## config.mk

```make
export PLATFORM = sky130hd
export DESIGN_NAME = tig_addr
export DESIGN_NICKNAME = d
export VERILOG_FILES = /design/src/triangle_index_generator_defines.svh /design/src/tig_pkg.sv /design/src/tig_addr.sv
export SDC_FILE = /design/constraint.sdc
export NUM_CORES = 1
export LEC_CHECK = 0
export BUFFER_PORTS_ARGS = -buffer_cell sky130_fd_sc_hd__buf_2
export CELL_PAD_IN_SITES_DETAIL_PLACEMENT = 0
export CELL_PAD_IN_SITES_GLOBAL_PLACEMENT = 1
export CORE_AREA = 2 2 196 198
export CTS_BUF_LIST = sky130_fd_sc_hd__clkbuf_8
export CTS_CLUSTER_DIAMETER = 60
export CTS_CLUSTER_SIZE = 8
export DETAILED_ROUTE_END_ITERATION = 6
export DIE_AREA = 0 0 198 200
export PLACE_DENSITY = 0.89
export SLEW_MARGIN = 5
export SYNTH_ARGS = -nofsm -noshare
export SYNTH_HDL_FRONTEND = slang
export SYNTH_SLANG_ARGS = --single-unit
```

## constraint.sdc

```tcl
create_clock -name clk -period 9.1 [get_ports clk]
set_input_delay 0 -clock clk [delete_from_list [all_inputs] [get_ports clk]]
set_output_delay 0 -clock clk [all_outputs]
set_load 0.05 [all_outputs]
```

## src/triangle_index_generator_defines.svh

```systemverilog
// Assertion macros for the triangle index generator top module.
// Depends on nothing; included by the top module, which checks its own logic.
`ifndef TRIANGLE_INDEX_GENERATOR_DEFINES_SVH
`define TRIANGLE_INDEX_GENERATOR_DEFINES_SVH

// Checks that the consequent holds in the same cycle as the antecedent.
`define TIG_ASSERT_NOW(label, clk, rst, ante, cons) \
  label: assert property (@(posedge clk) disable iff (rst) (ante) |-> (cons)) \
    else $error("tig check failed in the same cycle");

// Checks that the consequent holds in the cycle after the antecedent.
`define TIG_ASSERT_NEXT(label, clk, rst, ante, cons) \
  label: assert property (@(posedge clk) disable iff (rst) (ante) |=> (cons)) \
    else $error("tig check failed one cycle later");

`endif

```

## src/tig_pkg.sv

```systemverilog
// Types and constants shared by the triangle index generator.
// Depends on nothing; used by the response interface and all modules.
package tig_pkg;

  localparam int CNT_W = 13;
  localparam int IDX_W = 25;
  localparam int CNT_MAX = (2 ** CNT_W) - 1;
  localparam int MAX_ORDER_DEFAULT = 4096;

  localparam int CFG_IDX_W = 2;
  localparam int CFG_DATA_W = 13;

  localparam logic [CFG_IDX_W-1:0] REG_ORDER = 2'd0;
  localparam logic [CFG_IDX_W-1:0] REG_PACKED = 2'd1;
  localparam logic [CFG_IDX_W-1:0] REG_UPPER = 2'd2;
  localparam logic [CFG_IDX_W-1:0] REG_DIAG = 2'd3;

  typedef struct packed {
    logic [CNT_W-1:0] n;
    logic             packed_mode;
    logic             upper_mode;
    logic             include_diag;
  } cfg_t;

  typedef struct packed {
    logic [CNT_W-1:0] col;
    logic [CNT_W-1:0] row;
    logic             last;
  } pos_t;

  typedef struct packed {
    logic load_prod;
    logic load_out;
  } addr_ctl_t;

endpackage

```

## src/tig_addr.sv

```systemverilog
// Two-stage index computation: products of the column, then the final sum.
// Depends on tig_pkg.
module tig_addr import tig_pkg::*; (
  input  logic             clk,
  input  cfg_t             cfg,
  input  addr_ctl_t        ctl,
  input  pos_t             pos,
  output logic [IDX_W-1:0] index,
  output logic             last
);

  localparam int PA_W = 2 * CNT_W;
  localparam int PB_W = 2 * CNT_W + 1;

  logic [CNT_W:0]     col_adj;
  logic [PA_W-1:0]    prod_a;
  logic [PB_W-1:0]    prod_b;
  pos_t               pos_q;
  logic [IDX_W-1:0]   a25, h25, r25, c25, index_next;
  logic [PB_W-2:0]    half;

  // Packed upper uses c*(c+1), packed lower uses c*(c-1), zero for column 0.
  assign col_adj = cfg.upper_mode ? {1'b0, pos.col} + 1'b1 :
                   (pos.col != '0 ? {1'b0, pos.col} - 1'b1 : '0);

  always_ff @(posedge clk) begin
    if (ctl.load_prod) begin
      prod_a <= pos.col * cfg.n;
      prod_b <= {1'b0, pos.col} * col_adj;
      pos_q <= pos;
    end
  end

  always_comb begin
    half = prod_b[PB_W-1:1];
    a25 = prod_a[IDX_W-1:0];
    h25 = half[IDX_W-1:0];
    r25 = IDX_W'(pos_q.row);
    c25 = IDX_W'(pos_q.col);
    if (!cfg.packed_mode) begin
      index_next = a25 + r25 + 1'b1;
    end else if (cfg.upper_mode) begin
      index_next = h25 + r25 + 1'b1;
    end else begin
      index_next = a25 - h25 + r25 - c25 + 1'b1;
    end
  end

  always_ff @(posedge clk) begin
    if (ctl.load_out) begin
      index <= index_next;
      last <= pos_q.last;
    end
  end

endmodule
```

# --- Yosys cells after proc, flatten, opt, wreduce, memory -nomap -nowiden ---
# Cells that the tools add are included.
totals:
  word_cells: 24
  register_bits: 104
  out_inout_bits: 26
  input_bits: 46
op_classes:
  mux: 4
  add_sub_neg: 10
  multipliers: 2
  n_reduce_logical: 1
ops:
  columns: ["cell", "count"]
  rows:
  - ["25-bit by 1-bit adder with 25-bit output, second input constant", 3]
  - ["25-bit by 13-bit adder with 25-bit output", 3]
  - ["25-bit 2-to-1 mux", 2]
  - ["14-bit 2-to-1 mux", 2]
  - ["13-bit by 14-bit multiplier with 26-bit output", 1]
  - ["13-bit by 13-bit multiplier with 25-bit output", 1]
  - ["25-bit by 13-bit subtractor with 25-bit output", 1]
  - ["25-bit subtractor", 1]
  - ["13-bit by 1-bit adder with 14-bit output, second input constant", 1]
  - ["13-bit by 1-bit subtractor with 14-bit output, second input constant", 1]
  - ["13-bit nonzero test", 1]

# --- Depth between registers and ports, before layout ---
depth:
  depth_word: 6
  mapped_depth: 32
  depth_no_buf: 30

# --- Least setup slack after synthesis ---
# Ideal clock, no wire load.
synth_timing:
  kind: "input port to flip-flop"
  from: "in pos[15] (netlist name)"
  to: "reg prod_b[24] (data pin)"
  t_required_ns: 8.842
  setup_time_ns: 0.258
  slack_ns: 2.773
  t_arrival_ns: 6.069
  n_path_buf: 1
  stages: 28
  cell_sequence: "buf_2 > inv_1 > ha_1 > nand2_1 > nor2_1 > nand2_1 > or3_1 > a21oi_1 > o31ai_1 > nand2_1 > fa_1 > fa_1 > inv_1 > fa_1 > fa_1 > inv_1 > fa_1 > inv_1 > ha_1 > a21oi_1 > o21ai_0 > a21oi_1 > o31ai_1 > a21oi_1 > o21ai_0 > a221o_1 > a31oi_1 > xnor2_1"
synth_via:
  elab_chain_cells: 4
  elab_cells_between_ends: 6
  classes_between: "add/sub (2); mul (1); mux (2); reduce/logical (1)"
synth_lines:
  columns: ["item", "line_no", "rtl"]
  rows:
  - ["start: declaration", "tig_addr.sv:7", "input pos_t pos,"]
  - ["13-bit by 1-bit subtractor with 14-bit output / 13-bit nonzero test (equally long branches)", "tig_addr.sv:24", "(pos.col != '0 ? {1'b0, pos.col} - 1'b1 : '0);"]
  - ["14-bit 2-to-1 mux", "tig_addr.sv:24", null]
  - ["14-bit 2-to-1 mux", "tig_addr.sv:23", "assign col_adj = cfg.upper_mode ? {1'b0, pos.col} + 1'b1 :"]
  - ["13-bit by 14-bit multiplier with 26-bit output (*)", "tig_addr.sv:29", "prod_b <= {1'b0, pos.col} * col_adj;"]
  - ["end signal: assignment", "tig_addr.sv:29", null]
  - ["end: declaration", "tig_addr.sv:17", "logic [PB_W-1:0] prod_b;"]
# Every way passes the cells marked *; elsewhere a longest branch is shown, timed or not.
# A chain may end at the register's enable or synchronous reset.

# --- Worst setup path after layout ---
# Same ends and word-level chain as after synthesis.

==> impl_metrics.py <==
metrics = {
    "run_status": {
        "status": "completed",
    },
    "logic_synthesis": {
        "syn_area_sq_um": 18900,
        "ys_types": 72,
        "synthFlopType": "edfxtp_1",
        "yosysWarnings": 0,
        "synth_top_cell_by_area": "fa_1",
        "synthTopCellsByArea": "fa_1 (30%), edfxtp_1 (16%), ha_1 (14%)",
        "synth_seq_cells": 103,
        "avgSynthCellArea_sq_um": 9.20,
        "async_flop_share_pct": 0,
        "syn_inst": 2052,
        "synth_edf_count": 103,
        "yosys.area.top_type_share_pct": 29.6,
        "synthesis.nets": 2589,
        "seq_area_frac_synth_pct": 16.4,
    },
    "grt": {
        "antenna_found_initial": 2,
        "grt_pass1_vias": 14900,
        "grt_remaining_overflow": 0,
        "grt_start_max_net_pins": 78,
        "grt_pass1_wl_mm": 73.6,
        "track_usage_pct": 23.5,
    },
    "sta": {
        "period_share_pct": 81.9,
        "worst_pin_slew_ns": 0.986,
        "hold_viol": 0,
        "finalSetupViolCount": 0,
        "slew_headroom_pct": 34.3,
        "fin_ws_ns": 1.65,
        "fmax_ghz": 0.134,
        "drv_slew": 0,
        "finClkSkew_ns": 0.0132,
        "grt_setup_unrepaired": "no",
        "finalSetupTns_ns": 0,
        "finalCriticalPeriod_ns": 7.46,
    },
    "detailed_routing": {
        "post_drt_via_cell_ratio": 5.34,
        "drt_iter0_drc": 818,
        "dr_total_vias": 13900,
        "wl_per_cell_microns": 16.6,
        "ant_nets": 0,
        "drc": 0,
        "drtPass1Iterations": 6,
        "drt_wl_total_mm": 43.3,
    },
    "placed_design": {
        "place_ws_ns": 1.32,
        "dp_hpwl_mm": 35.5,
        "port-buffer-count": 70,
        "finalWeightedCongestion": 0.876,
    },
    "clocking": {
        "clk-insertion-delay-late_ns": 0.40,
        "clk_path_buf_depth": 2,
        "post_cts.repair.setup_buffers": 0,
        "clk_pin_slew_worst_paths_ns": 0.10,
        "cts_made_buffers": 9,
        "cts_tree": "done",
        "htreeDepth": 3,
        "cts-root-buf": "clkbuf_8",
        "clock-sinks": 103,
    },
    "min_path": {
        "hold_class": "in -> reg",
    },
    "layout": {
        "fill_cells": 3385,
        "area_delta_synth_final_pct": 5.93,
        "layout-drive-gt1-share_pct": 5.98,
        "fin_nets": 2623,
    },
    "critical_path": {
        "crit_fanout": 32,
        "critPathKind": "in -> reg",
        "required_ns": 9.26,
        "crit_top_cell": "fa_1",
        "r2r_start": "prod_b[1]$_DFFE_PP_",
        "r2r-end": "index[24]$_DFFE_PP_",
        "reg2reg_slack_ns": 4.41,
        "start_kind": "input port",
        "end_kind": "flip-flop",
        "arrival_ns": 7.61,
        "max_stage_delay_ns": 0.64,
        "r2r_cells": 14,
        "slowest_stage": "o21ai_1",
        "endpoint": "prod_b[24]$_DFFE_PP_",
        "crit_start": "pos[15]",
    },
    "floorplan": {
        "die_h_microns": 200,
        "start_util_pct": 50.5,
        "core_area_sq_um": 37400,
        "io_pins": 72,
        "dieArea_sq_um": 39600,
        "die_w_microns": 198,
        "core.rowCount": 71,
    },
    "job": {
        "max_cap_violations": 0,
    },
}
==> routing by layer <==
metal	up-vias	wire (microns)	global-route usage, %
met5	-	27	0
met4	4	746	5.85
met3	65	1750	1.65
met2	338	21500	42.5
met1	6843	19300	30.7
li1	6635	-	-
==> worst max-delay path: cells and delay by family <==
kind	cells	cell delay (ns)
adder cells (fa/ha/maj)	7	3.20
AO/OA/AOI/OAI	10	2.43
buffers and inverters	5	0.95
AND/OR/NAND/NOR	6	0.93
XOR/XNOR	1	0.10
==> per-stage QoR <==
step           hold WS (ns)  instance area (sq um)  utilization, %  instances
6_report             0.0903                  20000            53.5       2602
5_1_grt               0.114                  20000            53.5       2601
4_1_cts              0.0563                  20000            53.5       2601
3_5_place_dp          0.179                  19700            52.6       2572
3_3_place_gp          0.177                  19700            52.6       2572
2_1_floorplan        0.0989                  18900               -       2052
==> layout by cell type, fill, tap and decap left out, drive strengths merged, types with 18 or more instances in the layout <==
master / instances
and2: 146
xor2: 33
inv: 401
nor3: 23
a21oi: 78
nand3: 27
nor2: 82
buf: 86
fa: 279
a21o: 19
nand2: 230
o21ai: 60
nor2b: 18
o21a: 26
edfxtp: 103
ha: 212
xnor2: 73
==> layout make-up <==
cell class / count / area [sq um] / share of cell area, %
Multi-Input combinational cell: 1472 / 14000 / 69.9
Sequential cell: 103 / 3090 / 15.5
Inverter: 400 / 1500 / 7.51
Tap cell: 511 / 639 / 3.20
Timing Repair Buffer: 100 / 613 / 3.06
Clock buffer: 9 / 124 / 0.619
Clock inverter: 6 / 55.1 / 0.275
Antenna cell: 1 / 2.50 / 0.0125
==> state kept, by name, summed over array words and instances (netlist names) <==
signal / flops
c25: 13
prod_a: 25
prod_b: 25
last: 1
pos_q: 14
index: 25
==> Yosys cell counts (22+ instances only) <==
cell type and n:
nor2_1 82, and2_1 136, nand3_1 26, nor3_1 22, xor2_1 33, ha_1 212
nand2_1 230, xnor2_1 73, a21oi_1 78, edfxtp_1 103, o21a_1 26, clkbuf_1 63
fa_1 279, inv_1 399, o21ai_0 53
==> kinds of logic (layout without fill, tap and decap cells) <==
logic type / Yosys count / in the layout / synth area share, %
and+or+nand+nor: 580 / 580 / 15.1
adders and majority gates: 491 / 491 / 43.6
buffers and inverters: 477 / 515 / 9.61
AOI/OAI and AO/OA: 289 / 289 / 10.1
xor gates and xnor gates: 106 / 106 / 4.92
DFF: 103 / 103 / 16.4
muxes: 6 / 6 / 0.325
other: 0 / 1 / 0
==> worst min-delay path by stage <==
stage | from | end | slack, ns | cells after the start
finish | cfg[3] | prod_a[0]$_DFFE_PP_ | 0.09 | 2
global route | cfg[3] | prod_a[0]$_DFFE_PP_ | 0.11 | 2
CTS | cfg[3] | prod_a[0]$_DFFE_PP_ | 0.06 | 2
detailed placement | pos[12] | pos_q[12]$_DFFE_PP_ | 0.18 | 1
global placement | pos[13] | pos_q[13]$_DFFE_PP_ | 0.18 | 1
floorplan | pos[14] | c25[0]$_DFFE_PP_ | 0.1 | 0
==> timing repair <==
| item | CTS | global route |
|---|---|---|
| endpoints found under the hold margin | 14 | 0 |
| setup endpoints to repair | 0 | 0 |
| gates resized for setup | 0 | 0 |
| hold buffers | 14 | 0 |
Power is not shown: default switching activity piles up to over one toggle a cycle in this logic, so the estimate is an artifact.
