--- config.mk ---
export PLATFORM = sky130hd
export DESIGN_NAME = tig_pos
export DESIGN_NICKNAME = d
export VERILOG_FILES = /design/src/triangle_index_generator_defines.svh /design/src/tig_pkg.sv /design/src/tig_pos.sv
export SDC_FILE = /design/constraint.sdc
export NUM_CORES = 1
export LEC_CHECK = 0
export BUFFER_PORTS_ARGS = -buffer_cell sky130_fd_sc_hd__buf_2
export CAP_MARGIN = 20
export CORE_MARGIN = 1
export CORE_UTILIZATION = 55
export CTS_CLUSTER_DIAMETER = 100
export CTS_CLUSTER_SIZE = 28
export DETAILED_ROUTE_END_ITERATION = 10
export GPL_ROUTABILITY_DRIVEN = 0
export PLACE_DENSITY = 0.71
export SYNTH_ARGS = -nofsm -noshare
export SYNTH_HDL_FRONTEND = slang
export SYNTH_SLANG_ARGS = --single-unit
--- constraint.sdc ---
create_clock -name clk -period 9.07 [get_ports clk]
set_clock_uncertainty 0.1 [all_clocks]
set_input_delay 0.4535 -clock clk [delete_from_list [all_inputs] [get_ports clk]]
set_output_delay 0.4535 -clock clk [all_outputs]
set_load 0.01 [all_outputs]
--- src/triangle_index_generator_defines.svh ---
// Assertion macros for the triangle index generator top module.
// Depends on nothing; included by the top module, which checks its own logic.
`ifndef TRIANGLE_INDEX_GENERATOR_DEFINES_SVH
`define TRIANGLE_INDEX_GENERATOR_DEFINES_SVH

// Checks that the consequent holds in the same cycle as the antecedent.
`define TIG_ASSERT_NOW(label, clk, rst, ante, cons) \
  label: assert property (@(posedge clk) disable iff (rst) (ante) |-> (cons)) \
    else $error("tig check failed in the same cycle");

// Checks that the consequent holds in the cycle after the antecedent.
`define TIG_ASSERT_NEXT(label, clk, rst, ante, cons) \
  label: assert property (@(posedge clk) disable iff (rst) (ante) |=> (cons)) \
    else $error("tig check failed one cycle later");

`endif

--- src/tig_pkg.sv ---
// Types and constants shared by the triangle index generator.
// Depends on nothing; used by the response interface and all modules.
package tig_pkg;

  localparam int CNT_W = 13;
  localparam int IDX_W = 25;
  localparam int CNT_MAX = (2 ** CNT_W) - 1;
  localparam int MAX_ORDER_DEFAULT = 4096;

  localparam int CFG_IDX_W = 2;
  localparam int CFG_DATA_W = 13;

  localparam logic [CFG_IDX_W-1:0] REG_ORDER = 2'd0;
  localparam logic [CFG_IDX_W-1:0] REG_PACKED = 2'd1;
  localparam logic [CFG_IDX_W-1:0] REG_UPPER = 2'd2;
  localparam logic [CFG_IDX_W-1:0] REG_DIAG = 2'd3;

  typedef struct packed {
    logic [CNT_W-1:0] n;
    logic             packed_mode;
    logic             upper_mode;
    logic             include_diag;
  } cfg_t;

  typedef struct packed {
    logic [CNT_W-1:0] col;
    logic [CNT_W-1:0] row;
    logic             last;
  } pos_t;

  typedef struct packed {
    logic load_prod;
    logic load_out;
  } addr_ctl_t;

endpackage

--- src/tig_pos.sv ---
// Column and row counters that walk the chosen triangle, one element per item.
// Depends on tig_pkg.
module tig_pos import tig_pkg::*; (
  input  logic clk,
  input  logic rst,
  input  cfg_t cfg,
  input  logic advance,
  input  logic restart,
  output pos_t cur,
  output logic empty
);

  logic [CNT_W-1:0] col;
  logic [CNT_W-1:0] row;
  logic [CNT_W:0]   n14, c14, r14;
  logic [CNT_W:0]   lo_c, end_c, first_c, first_r;
  logic [CNT_W:0]   pc, pr, pend, lc, lr;
  logic [CNT_W:0]   col_next, row_next;
  logic             stale, is_last;

  always_comb begin
    n14 = {1'b0, cfg.n};
    c14 = {1'b0, col};
    r14 = {1'b0, row};
    empty = (cfg.n == '0) || (!cfg.include_diag && n14 < (CNT_W+1)'(2));

    lo_c = cfg.upper_mode ? '0 : (cfg.include_diag ? c14 : c14 + 1'b1);
    end_c = cfg.upper_mode ? (cfg.include_diag ? c14 + 1'b1 : c14) : n14;
    // A stored position outside the current triangle starts over.
    stale = (c14 >= n14) || (r14 < lo_c) || (r14 >= end_c);

    first_c = (cfg.upper_mode && !cfg.include_diag) ? (CNT_W+1)'(1) : '0;
    first_r = (!cfg.upper_mode && !cfg.include_diag) ? (CNT_W+1)'(1) : '0;

    if (restart || stale) begin
      pc = first_c;
      pr = first_r;
    end else begin
      pc = c14;
      pr = r14;
    end

    if (cfg.upper_mode) begin
      lc = n14 - 1'b1;
      lr = cfg.include_diag ? n14 - 1'b1 : n14 - (CNT_W+1)'(2);
    end else begin
      lc = cfg.include_diag ? n14 - 1'b1 : n14 - (CNT_W+1)'(2);
      lr = n14 - 1'b1;
    end
    is_last = (pc == lc) && (pr == lr);

    pend = cfg.upper_mode ? (cfg.include_diag ? pc + 1'b1 : pc) : n14;

    if (is_last) begin
      col_next = first_c;
      row_next = first_r;
    end else if (pr + 1'b1 < pend) begin
      col_next = pc;
      row_next = pr + 1'b1;
    end else begin
      col_next = pc + 1'b1;
      row_next = cfg.upper_mode ? '0 :
                 (cfg.include_diag ? pc + 1'b1 : pc + (CNT_W+1)'(2));
    end

    cur.col = pc[CNT_W-1:0];
    cur.row = pr[CNT_W-1:0];
    cur.last = is_last;
  end

  always_ff @(posedge clk) begin
    if (rst) begin
      col <= '0;
      row <= '0;
    end else if (advance && !empty) begin
      col <= col_next[CNT_W-1:0];
      row <= row_next[CNT_W-1:0];
    end
  end

endmodule

* After elaboration in Yosys (flattened, before gate mapping) *
Cells that the tools add are included.

word-level totals
  output and inout port bits = 28
  word-level logic and storage cells = 47
  bits of input ports = 20
  register bits = 26

operators by class
  reduce and logical (&&, ||, !) cells = 13
  equal/unequal tests = 2
  order comparisons = 5
  add/sub/neg operators = 6
  muxes and demuxes = 19

operator list
  kind                                                 count
  two-way mux 14 bit                                   9
  two-way mux 13 bit                                   8
  adder 13 x 1 -> 14 bit, second input constant        3
  == test 14 bit                                       2
  >= comparator 13 x 14 -> 1 bit                       1
  < comparator 13 x 14 -> 1 bit                        1
  < comparator 14 bit                                  1
  subtractor 13 x 1 -> 14 bit, second input constant   1
  subtractor 13 x 2 -> 14 bit, second input constant   1
  adder 13 x 2 -> 13 bit, second input constant        1
  >= comparator 13 bit                                 1
  logical NOT 13 bit                                   1
  < comparator 13 x 2 -> 1 bit, second input constant  1
  logical AND 1 bit                                    5
  logical OR 1 bit                                     4
  logical NOT 1 bit                                    3
  two-way mux 1 bit                                    2

* Depth between registers and ports, before layout *
Gate-level depths: netlist of the first run.

  word-level depth = 14
  mapped depth = 38
  mapped depth without buffers = 31

* Least setup slack after synthesis of the first run *
No wires, ideal clock.

  path type = input-to-reg
  start point = in cfg[0] in the netlist's numbering
  end point = reg col[8]
  data required time = 8.891 ns
  path slack = 1.650 ns
  path buffers = 9
  arrival time = 7.241 ns
  setup time = 0.079 ns
  stages on the path = 38
  path through = buf_2 > buf_1 > buf_1 > buf_1 > nor2_1 > nand2_1 > nor2_1 > xor2_1 > nand2_1 > ha_1 > and3_1 > o2111ai_1 > a2111oi_0 > o22a_1 > o211a_1 > buf_4 > buf_2 > buf_2 > (+2 left out) > ha_1 > and3_1 > and3_1 > nand3_1 > nor2_1 > nand3_1 > xnor2_1 > ha_1 > nand4_1 > nor4_1 > a21boi_0 > o2111ai_1 > o211ai_2 > and2_1 > buf_2 > nand2_1 > or2_2 > o211ai_1

RTL lines
  element                 RTL line       source
  start: declaration      tig_pos.sv:6   input cfg_t cfg,
  end signal: assignment  tig_pos.sv:76  col <= col_next[CNT_W-1:0];
  end: declaration        tig_pos.sv:13  logic [CNT_W-1:0] col;

* Worst setup path in the final report of the first run *
  start point = reg col[7]
  end point = reg col[0]

on the way
  cells in the longest elaborated chain, start to end = 14
  elaborated cells between the ends (all ways) = 23
  classes of those cells = add/sub (3); order compare (4); eq/ne (2); mux (10); reduce/logical (4)

ends and longest elaborated chain
  element                          RTL line                      source
  adder 13 x 1 -> 14 bit           tig_pos.sv:27, tig_pos.sv:28
  two-way mux 14 bit (2 in a row)  tig_pos.sv:27                 lo_c = cfg.upper_mode ? '0 : (cfg.include_diag ? c14 : c14 + 1'b1);
  < comparator 13 x 14 -> 1 bit    tig_pos.sv:30                 stale = (c14 >= n14) || (r14 < lo_c) || (r14 >= end_c);
  logical OR 1 bit (2 in a row)    tig_pos.sv:30
  logical OR 1 bit                 tig_pos.sv:35                 if (restart || stale) begin
  two-way mux 13 bit               tig_pos.sv:35
  adder 13 x 1 -> 14 bit           tig_pos.sv:61                 col_next = pc + 1'b1;
  two-way mux 14 bit (2 in a row)  tig_pos.sv:52                 pend = cfg.upper_mode ? (cfg.include_diag ? pc + 1'b1 : pc) : n14;
  < comparator 14 bit              tig_pos.sv:57                 end else if (pr + 1'b1 < pend) begin
  two-way mux 13 bit               tig_pos.sv:57
  two-way mux 13 bit *             tig_pos.sv:54                 if (is_last) begin

Mark *: on every way between the ends. The rest lies on a longest branch, timed or not.
A chain may end at the register's enable or synchronous reset.

==> impl_metrics.yaml, run 1 <==
clock_tree:
  cts_hold_buf: 0
  cts_setup_buffers: 0
  clkLatencyLatePin_ns: 0.28
  cts-root-buf: "clkbuf_8"
  clock-sinks: 26
  cts_buffers: 3
  clk_path_buf_depth: 2
  post_cts_resized: 0
  cts_tree: "done"
  htreeDepth: 1
  clk_transition_reported_paths_ns: 0.10
synthesis:
  synth_fp_nets: 887
  ys.flop_type: "dfxtp_1"
  async_reset_ff_share_pct: 0
  synth_cell_type_count: 88
  synthCells: 808
  synth_area_per_cell_sq_um: 6.95
  ys_seq_area_share_pct: 9.28
  synth_area_leaders: "ha_1 13%, dfxtp_1 9.3%, xnor2_1 8.4%, nand2_1 6.5%, xor2_1 4.8%"
  ys_ff_latch: 26
  synth_top_area_share_pct: 13.2
  synth.cell_area_sq_mm: 0.00561
  ys_warn_count: 0
  synthTopCellsByCount: "97 x nand2_1, 67 x nor2_1, 59 x ha_1"
  yosys.area.top_type: "ha_1"
  post-synth-top-count-cell: "nand2_1"
  synth_edf_count: 0
drt:
  viasPerCell: 6.84
  dr.first_iter.drc_count: 759
  via_count: 6440
  wl_per_cell_um: 20.9
  drtAntennaViolNets: 0
  post-route-drc-count: 0
  drt-total-wl_um: 19700
  dr.pass1.iters: 6
sta:
  grt_setup_unrepaired: "false"
  setup_tns_ns: 0
  finalHoldViolCount: 0
  drv_slew: 0
  hold_ws_ns: 0.379
  final.min_clock_period_ns: 8.16
  relSlewSlack_pct: 33.1
  post-route-period-util_pct: 90.0
  final-setup-viol-count: 0
  fmax_mhz: 123
  tightest_slew_ns: 0.978
floorplan:
  initial_core_util_pct: 57.1
  pin_count: 48
  num_rows: 36
  coreArea_sq_mm: 0.00982
  dieArea_sq_mm: 0.0106
  dieHeight_um: 103
  die_w_um: 103
placed_design:
  hpwl_um: 14800
  port_buffers: 46
  dpl_cell_area_sq_mm: 0.00583
outcome:
  status: "complete, no violations"
pwr:
  p_leak_nw: 2.41
  p_per_area_mw_per_mm2: 58.0
  finalPower_mw: 0.341
  ir_drop_uv: 71.9
cells_and_area:
  finalInstanceArea_sq_mm: 0.00589
  diodes: 0
  syn_to_final_growth_pct: 4.91
  fillCellCount: 1022
  drive_gt1_share_pct: 11.1
  nets: 889
critical_path:
  cp_common_cell: "nand2_1"
  crit_arrival_ns: 8.29
  rr_worst_depth: 30
  slowest_stage: "dfxtp_1"
  r2r_start: "col[7]"
  crit_type: "flop to flop"
  max_stage_delay_ns: 0.77
  cp.required_ns: 9.20
  end_kind: "flop"
  crit_start: "col[7]"
  cp_max_fo: 29
  startpoint_type: "flop"
min_path:
  min_path_type: "input pin to flop"
  min_path_cells: 2
  holdCritStartpoint: "rst"
global_routing:
  grt_util_met3_pct: 7.66
  grt_max_degree: 43
  grt_overflow_total: 0
  grt_antenna_before_repair: 0
  grt.busiest_layer: "met2"
  gr-usage-met1_pct: 50.7
  grt_pass1_vias: 5733
  grtUsageMet2_pct: 59.9
  grt_usage_pct: 37.8
  grt_pass1_wl_um: 30600
flow_run:
  max-cap-violations: 0
==> per-stage QoR <==
stage	setup slack [ns]	utilization, %	std cells
3_3_place_gp	1.29	59.4	937
5_1_grt	0.390	60.0	941
2_1_floorplan	1.65	-	808
6_report	0.910	60.0	941
4_1_cts	1.07	59.8	940
3_5_place_dp	1.14	59.4	937
==> power by group <==
| part | switching, mW | internal (mW) | leakage [nW] | total [mW] |
|---|---|---|---|---|
| registers | 0.00295 | 0.115 | 0.210 | 0.118 |
| logic | 0.105 | 0.0464 | 2.18 | 0.151 |
| clock network | 0.0418 | 0.0300 | 0.0216 | 0.0718 |
==> per-layer routing <==
layer	vias to the layer above	wire, um	share of wire (%)
li1	2942	-	-
met4	0	756	3.8
met2	450	8520	43
met3	73	2520	13
met1	2975	7850	40
met5	-	0	0
==> critical path, delay by kind of cell, from the launching register on <==
kind                       cells  cell delay [ns]
AOI/OAI and AO/OA             11             2.77
xor gates and xnor gates       2             0.32
adders and majority gates      3             0.87
buffers and inverters          2             0.34
DFF                            1             0.77
and+or+nand+nor               12             2.91
==> placed cells by master (no fill, tap or decap), types with 4 or more instances in the layout <==
cell type	instances
a2111oi_0	4
a22oi_1	5
inv_1	28
nand4_1	19
a211oi_1	4
buf_2	46
xor2_1	31
dfxtp_1	26
mux2i_1	6
nor2b_1	4
a21o_1	11
o21a_1	4
nor3_1	21
o22ai_1	5
and3_1	14
nand2b_1	7
nor4_1	12
nor2_1	67
a21oi_1	42
nand3_1	32
or3_1	4
nand2_1	97
ha_1	59
o221ai_1	4
o211ai_1	8
o21ai_0	43
and2_1	22
or4_1	4
o2111ai_1	5
o21ai_1	12
buf_4	14
xnor2_1	54
a31oi_1	10
==> kinds of logic (layout without fill, tap and decap cells) <==
logic type / count (synthesis) / count (layout) / synth area share, %
compound gates: 205 / 205 / 25.2
xor+xnor: 86 / 86 / 13.7
fa+ha+maj: 59 / 59 / 13.2
buf+inv: 92 / 92 / 6.98
flops: 26 / 26 / 9.28
mux: 9 / 9 / 1.72
simple gates: 331 / 331 / 30.1
==> area by class of cell <==
class	count	area [sq um]	share of cell area [%]
multi-input cells	690	4700	79.9
flip-flops and latches	26	520	8.84
repair buffers	61	350	5.95
well taps	133	166	2.83
inverters	28	105	1.79
clock buffers	3	41.3	0.701
==> path summary, 6_finish.rpt <==
kind                            slack, ns     end
worst max-delay path                 0.91  col[0]
worst min-delay path                 0.38  col[2]
worst max register to register       0.91  col[0]
worst min register to register       0.54  row[1]
==> state kept, by name, indices dropped and copies added (netlist names) <==
name  count
col      13
row      13
Note: power is estimated with default switching activity, not from simulation.
==> run 2: changes to the inputs <==
- CORE_MARGIN: 1 -> 4
- SLEW_MARGIN: unset -> 25
==> impl_metrics.yaml, run 2 (synthesis results as in run 1) <==
placed_design:
  hpwl_um: 14800
  dpl_cell_area_sq_mm: 0.00584
  pre_cts_slack_ns: 0.929
  port_buffers: 46
sta:
  fmax_mhz: 119
  finalHoldViolCount: 0
  grt_setup_unrepaired: "false"
  relSlewSlack_pct: 38.0
  final.min_clock_period_ns: 8.38
  setup_tns_ns: 0
  tightest_slew_ns: 0.907
  final-setup-viol-count: 0
  post-route-period-util_pct: 92.3
  worst_slack_ns: 0.694
  drv_slew: 0
min_path:
  min_path_cells: 2
  min_path_type: "input pin to flop"
drt:
  viasPerCell: 6.77
  post-route-drc-count: 0
  dr.pass1.iters: 7
  drtAntennaViolNets: 0
  dr.first_iter.drc_count: 676
  wl_per_cell_um: 20.8
  via_count: 6384
  drt-total-wl_um: 19600
clock_tree:
  cts-root-buf: "clkbuf_8"
  cts_hold_buf: 0
  clk_path_buf_depth: 2
  htreeDepth: 1
  cts_buffers: 3
  cts_tree: "done"
  clkLatencyLatePin_ns: 0.29
  clock-sinks: 26
  clk_transition_reported_paths_ns: 0.11
cells_and_area:
  nets: 890
  diodes: 0
  multiInputGateArea_sq_mm: 0.00470
  reg_top3: "col (13), row (13)"
  final_common_cell: "nand2_1"
  seq_area_sq_um: 520
  syn_to_final_growth_pct: 5.08
  finalInstanceArea_sq_mm: 0.00590
  fillCellCount: 936
  final_cell_mix: "97 x nand2_1, 67 x nor2_1, 59 x ha_1"
  drive_gt1_share_pct: 11.4
critical_path:
  crit_family: "simple AND/OR/NAND/NOR gates"
  max_stage_delay_ns: 0.73
  end_kind: "flop"
  rr_worst_depth: 31
  slowest_stage: "dfxtp_1"
  worstSetupPathDepth: 31
  startpoint_type: "flop"
  crit_type: "flop to flop"
  critPathBufInv: 1
  crit_arrival_ns: 8.49
  cp_max_fo: 23
  cp.required_ns: 9.19
  cp_common_cell: "nand2_1"
global_routing:
  grt_util_met3_pct: 6.63
  grt_pass1_vias: 5838
  grt_pass1_wl_um: 31300
  gr-usage-met1_pct: 47.2
  grtUsageMet2_pct: 50.6
  grt.busiest_layer: "met2"
  grt_usage_pct: 33.6
  grt_antenna_before_repair: 0
  grt_overflow_total: 0
  grt_max_degree: 41
floorplan:
  initial_core_util_pct: 56.9
  dieHeight_um: 109
  die_w_um: 109
  coreArea_sq_mm: 0.00986
  num_rows: 36
  dieArea_sq_mm: 0.0119
  pin_count: 48
flow_run:
  max-cap-violations: 0
pwr:
  p_leak_nw: 2.42
  p_per_area_mw_per_mm2: 60.1
  finalPower_mw: 0.354
  ir_drop_uv: 53.5
outcome:
  status: "complete, no violations"
[run 2: worst paths after layout]
path / startpoint / slack (ns) / end
hold / removal: rst / 0.35 / col[2]
hold reg to reg: row[4] / 0.54 / row[4]
setup reg to reg: col[7] / 0.69 / col[8]
setup / recovery: col[7] / 0.69 / col[8]
[run 2: layer usage]
| layer | up-vias | part of all wire [%] |
|---|---|---|
| met4 | 0 | 5.1 |
| met3 | 83 | 12 |
| met5 | - | 0 |
| met1 | 2941 | 42 |
| met2 | 401 | 42 |
| li1 | 2959 | - |
[run 2: timing repair]
item,CTS,global route
buffers inserted,0,0
endpoints found under the hold margin,0,0
setup endpoints to repair,0,1
resized for setup,0,1
[run 2: final cells by class]
class                           count  share of cell area [%]
Inverter                           28                    1.78
Tap cell                          133                    2.82
Sequential cell                    26                    8.83
Clock buffer                        4                   0.934
Multi-Input combinational cell    690                    79.7
Timing Repair Buffer               62                    5.94
[run 2: per-stage QoR]
step | instances | utilization, % | hold WS, ns
2_1_floorplan | 808 | - | 0.406
3_3_place_gp | 939 | 59.2 | 0.510
3_5_place_dp | 939 | 59.2 | 0.518
4_1_cts | 943 | 59.8 | 0.338
5_1_grt | 943 | 59.8 | 0.358
6_report | 943 | 59.8 | 0.347
[run 2: power by group]
group	switching, mW	leakage [nW]	internal (mW)
clock	0.0456	0.0288	0.0392
sequential	0.00485	0.210	0.115
combinational	0.103	2.18	0.0463
==> run 3: changes to the inputs <==
- ABC_AREA: unset -> 1
==> impl_metrics.yaml, run 3 <==
global_routing:
  grt_pass1_vias: 6189
  grt_pass1_wl_um: 32700
  grt_antenna_before_repair: 0
  grt_overflow_total: 0
  grt_usage_pct: 32.2
  grt_max_degree: 36
synthesis:
  ys_ff_latch: 26
  async_reset_ff_share_pct: 0
  synth_fp_nets: 1145
  synth_edf_count: 0
  synth_top_area_share_pct: 19.6
  post-synth-top-count-cell: "nand2_1"
  synth_area_per_cell_sq_um: 5.57
  ys_warn_count: 0
  synthCells: 1066
  synth_cell_type_count: 40
  synth.cell_area_sq_mm: 0.00594
  ys_seq_area_share_pct: 8.77
  synth_area_leaders: "nand2_1 20%, ha_1 12%, nand3_1 12%, inv_1 8.8%, dfxtp_1 8.8%"
  ys.flop_type: "dfxtp_1"
  synthTopCellsByCount: "310 x nand2_1, 139 x inv_1, 137 x nand3_1"
  yosys.area.top_type: "nand2_1"
critical_path:
  critPathBufInv: 3
  crit_arrival_ns: 7.43
  crit_family: "simple AND/OR/NAND/NOR gates"
  end_kind: "flop"
  crit_type: "flop to flop"
  cp_max_fo: 22
  cp_common_cell: "nand2_1"
  slowest_stage: "dfxtp_1"
  startpoint_type: "flop"
  max_stage_delay_ns: 0.59
  cp.required_ns: 9.19
clock_tree:
  clk_path_buf_depth: 2
  clk_transition_reported_paths_ns: 0.11
  cts-root-buf: "clkbuf_8"
  post_cts_resized: 0
  htreeDepth: 1
  clkLatencyLatePin_ns: 0.30
  cts_setup_buffers: 0
  cts_buffers: 3
  cts_hold_buf: 0
  clock-sinks: 26
  cts_tree: "done"
flow_run:
  max-cap-violations: 0
drt:
  dr_wl_met2_um: 9030
  viasPerCell: 5.87
  drt-total-wl_um: 20500
  dr_wl_met3_um: 1830
  dr.pass1.iters: 6
  dr.first_iter.drc_count: 884
  wl_per_cell_um: 17.0
  drtAntennaViolNets: 0
  top_layer_used: "met4"
  wl_met1_um: 8780
  post-route-drc-count: 0
  via_count: 7085
cells_and_area:
  drive_gt1_share_pct: 8.40
  multiInputGateArea_sq_mm: 0.00464
  seq_area_sq_um: 520
  nets: 1152
  fillCellCount: 1173
  final_common_cell: "nand2_1"
  post-route-util_pct: 59.4
  syn_to_final_growth_pct: 4.17
  final_cell_mix: "310 x nand2_1, 139 x inv_1, 137 x nand3_1"
  diodes: 0
  reg_top3: "col (13), row (13)"
sta:
  final.min_clock_period_ns: 7.31
  worst_slack_ns: 1.76
  tightest_slew_ns: 0.948
  final-setup-viol-count: 0
  fmax_mhz: 137
  drv_slew: 0
  post-route-period-util_pct: 80.6
  setup_tns_ns: 0
  relSlewSlack_pct: 36.7
  grt_setup_unrepaired: "false"
  finalHoldViolCount: 0
pwr:
  p_per_area_mw_per_mm2: 57.3
  finalPower_mw: 0.355
  ir_drop_uv: 54.2
  p_leak_nw: 3.30
placed_design:
  pre_cts_slack_ns: 1.70
  port_buffers: 46
  hpwl_um: 15900
floorplan:
  die_w_um: 112
  coreArea_sq_mm: 0.0104
  dieHeight_um: 112
  initial_core_util_pct: 57.0
  dieArea_sq_mm: 0.0125
  pin_count: 48
  num_rows: 37
min_path:
  min_path_type: "flop to flop"
outcome:
  status: "complete, no violations"
## run 3: worst reg2reg max path: cells and delay by family, from the launching register on
kind,cells,cell delay (ns)
XOR/XNOR,1,0.20
flip-flops,1,0.59
adder cells (fa/ha/maj),4,1.28
AND/OR/NAND/NOR,20,3.46
buffers and inverters,3,0.58
AO/OA/AOI/OAI,6,1.07
## run 3: cell families after synthesis
family / count (synthesis) / share of synthesized area, %
compound gates: 145 / 14.6
flops: 26 / 8.77
xor+xnor: 33 / 4.87
fa+ha+maj: 59 / 12.4
simple gates: 610 / 46.1
buf+inv: 193 / 13.3
## run 3: layer usage
| metal | track usage, % | vias up |
|---|---|---|
| met5 | 0 | - |
| met4 | 12.2 | 0 |
| met3 | 4.67 | 63 |
| met2 | 51.0 | 362 |
| met1 | 44.2 | 3138 |
| li1 | - | 3522 |
## run 3: per-stage QoR
step           cell area [sq um]  hold slack [ns]  instances
3_3_place_gp                6140            0.417       1204
5_1_grt                     6190            0.458       1207
4_1_cts                     6190            0.436       1207
6_report                    6190            0.437       1207
2_1_floorplan               5940            0.380       1066
3_5_place_dp                6140            0.419       1204
## run 3: final timing paths
| kind | startpoint | cells after the start | end | slack (ns) |
|---|---|---|---|---|
| max reg2reg | col[1] | 34 | col[0] | 1.76 |
| min | row[11] | 2 | row[11] | 0.44 |
| min reg2reg | row[11] | 2 | row[11] | 0.44 |
| max | col[1] | 34 | col[0] | 1.76 |
## run 3: report_power, final
group,switching [mW],total [mW],internal [mW]
sequential,0.00208,0.117,0.115
clock,0.0443,0.0744,0.0301
combinational,0.116,0.163,0.0470
## run 3: area by class of cell
cell class,count,share of cell area [%]
Inverter,143,8.68
Sequential cell,26,8.41
Timing Repair Buffer,52,4.45
Multi-Input combinational cell,847,75.0
Tap cell,136,2.75
Clock buffer,3,0.667
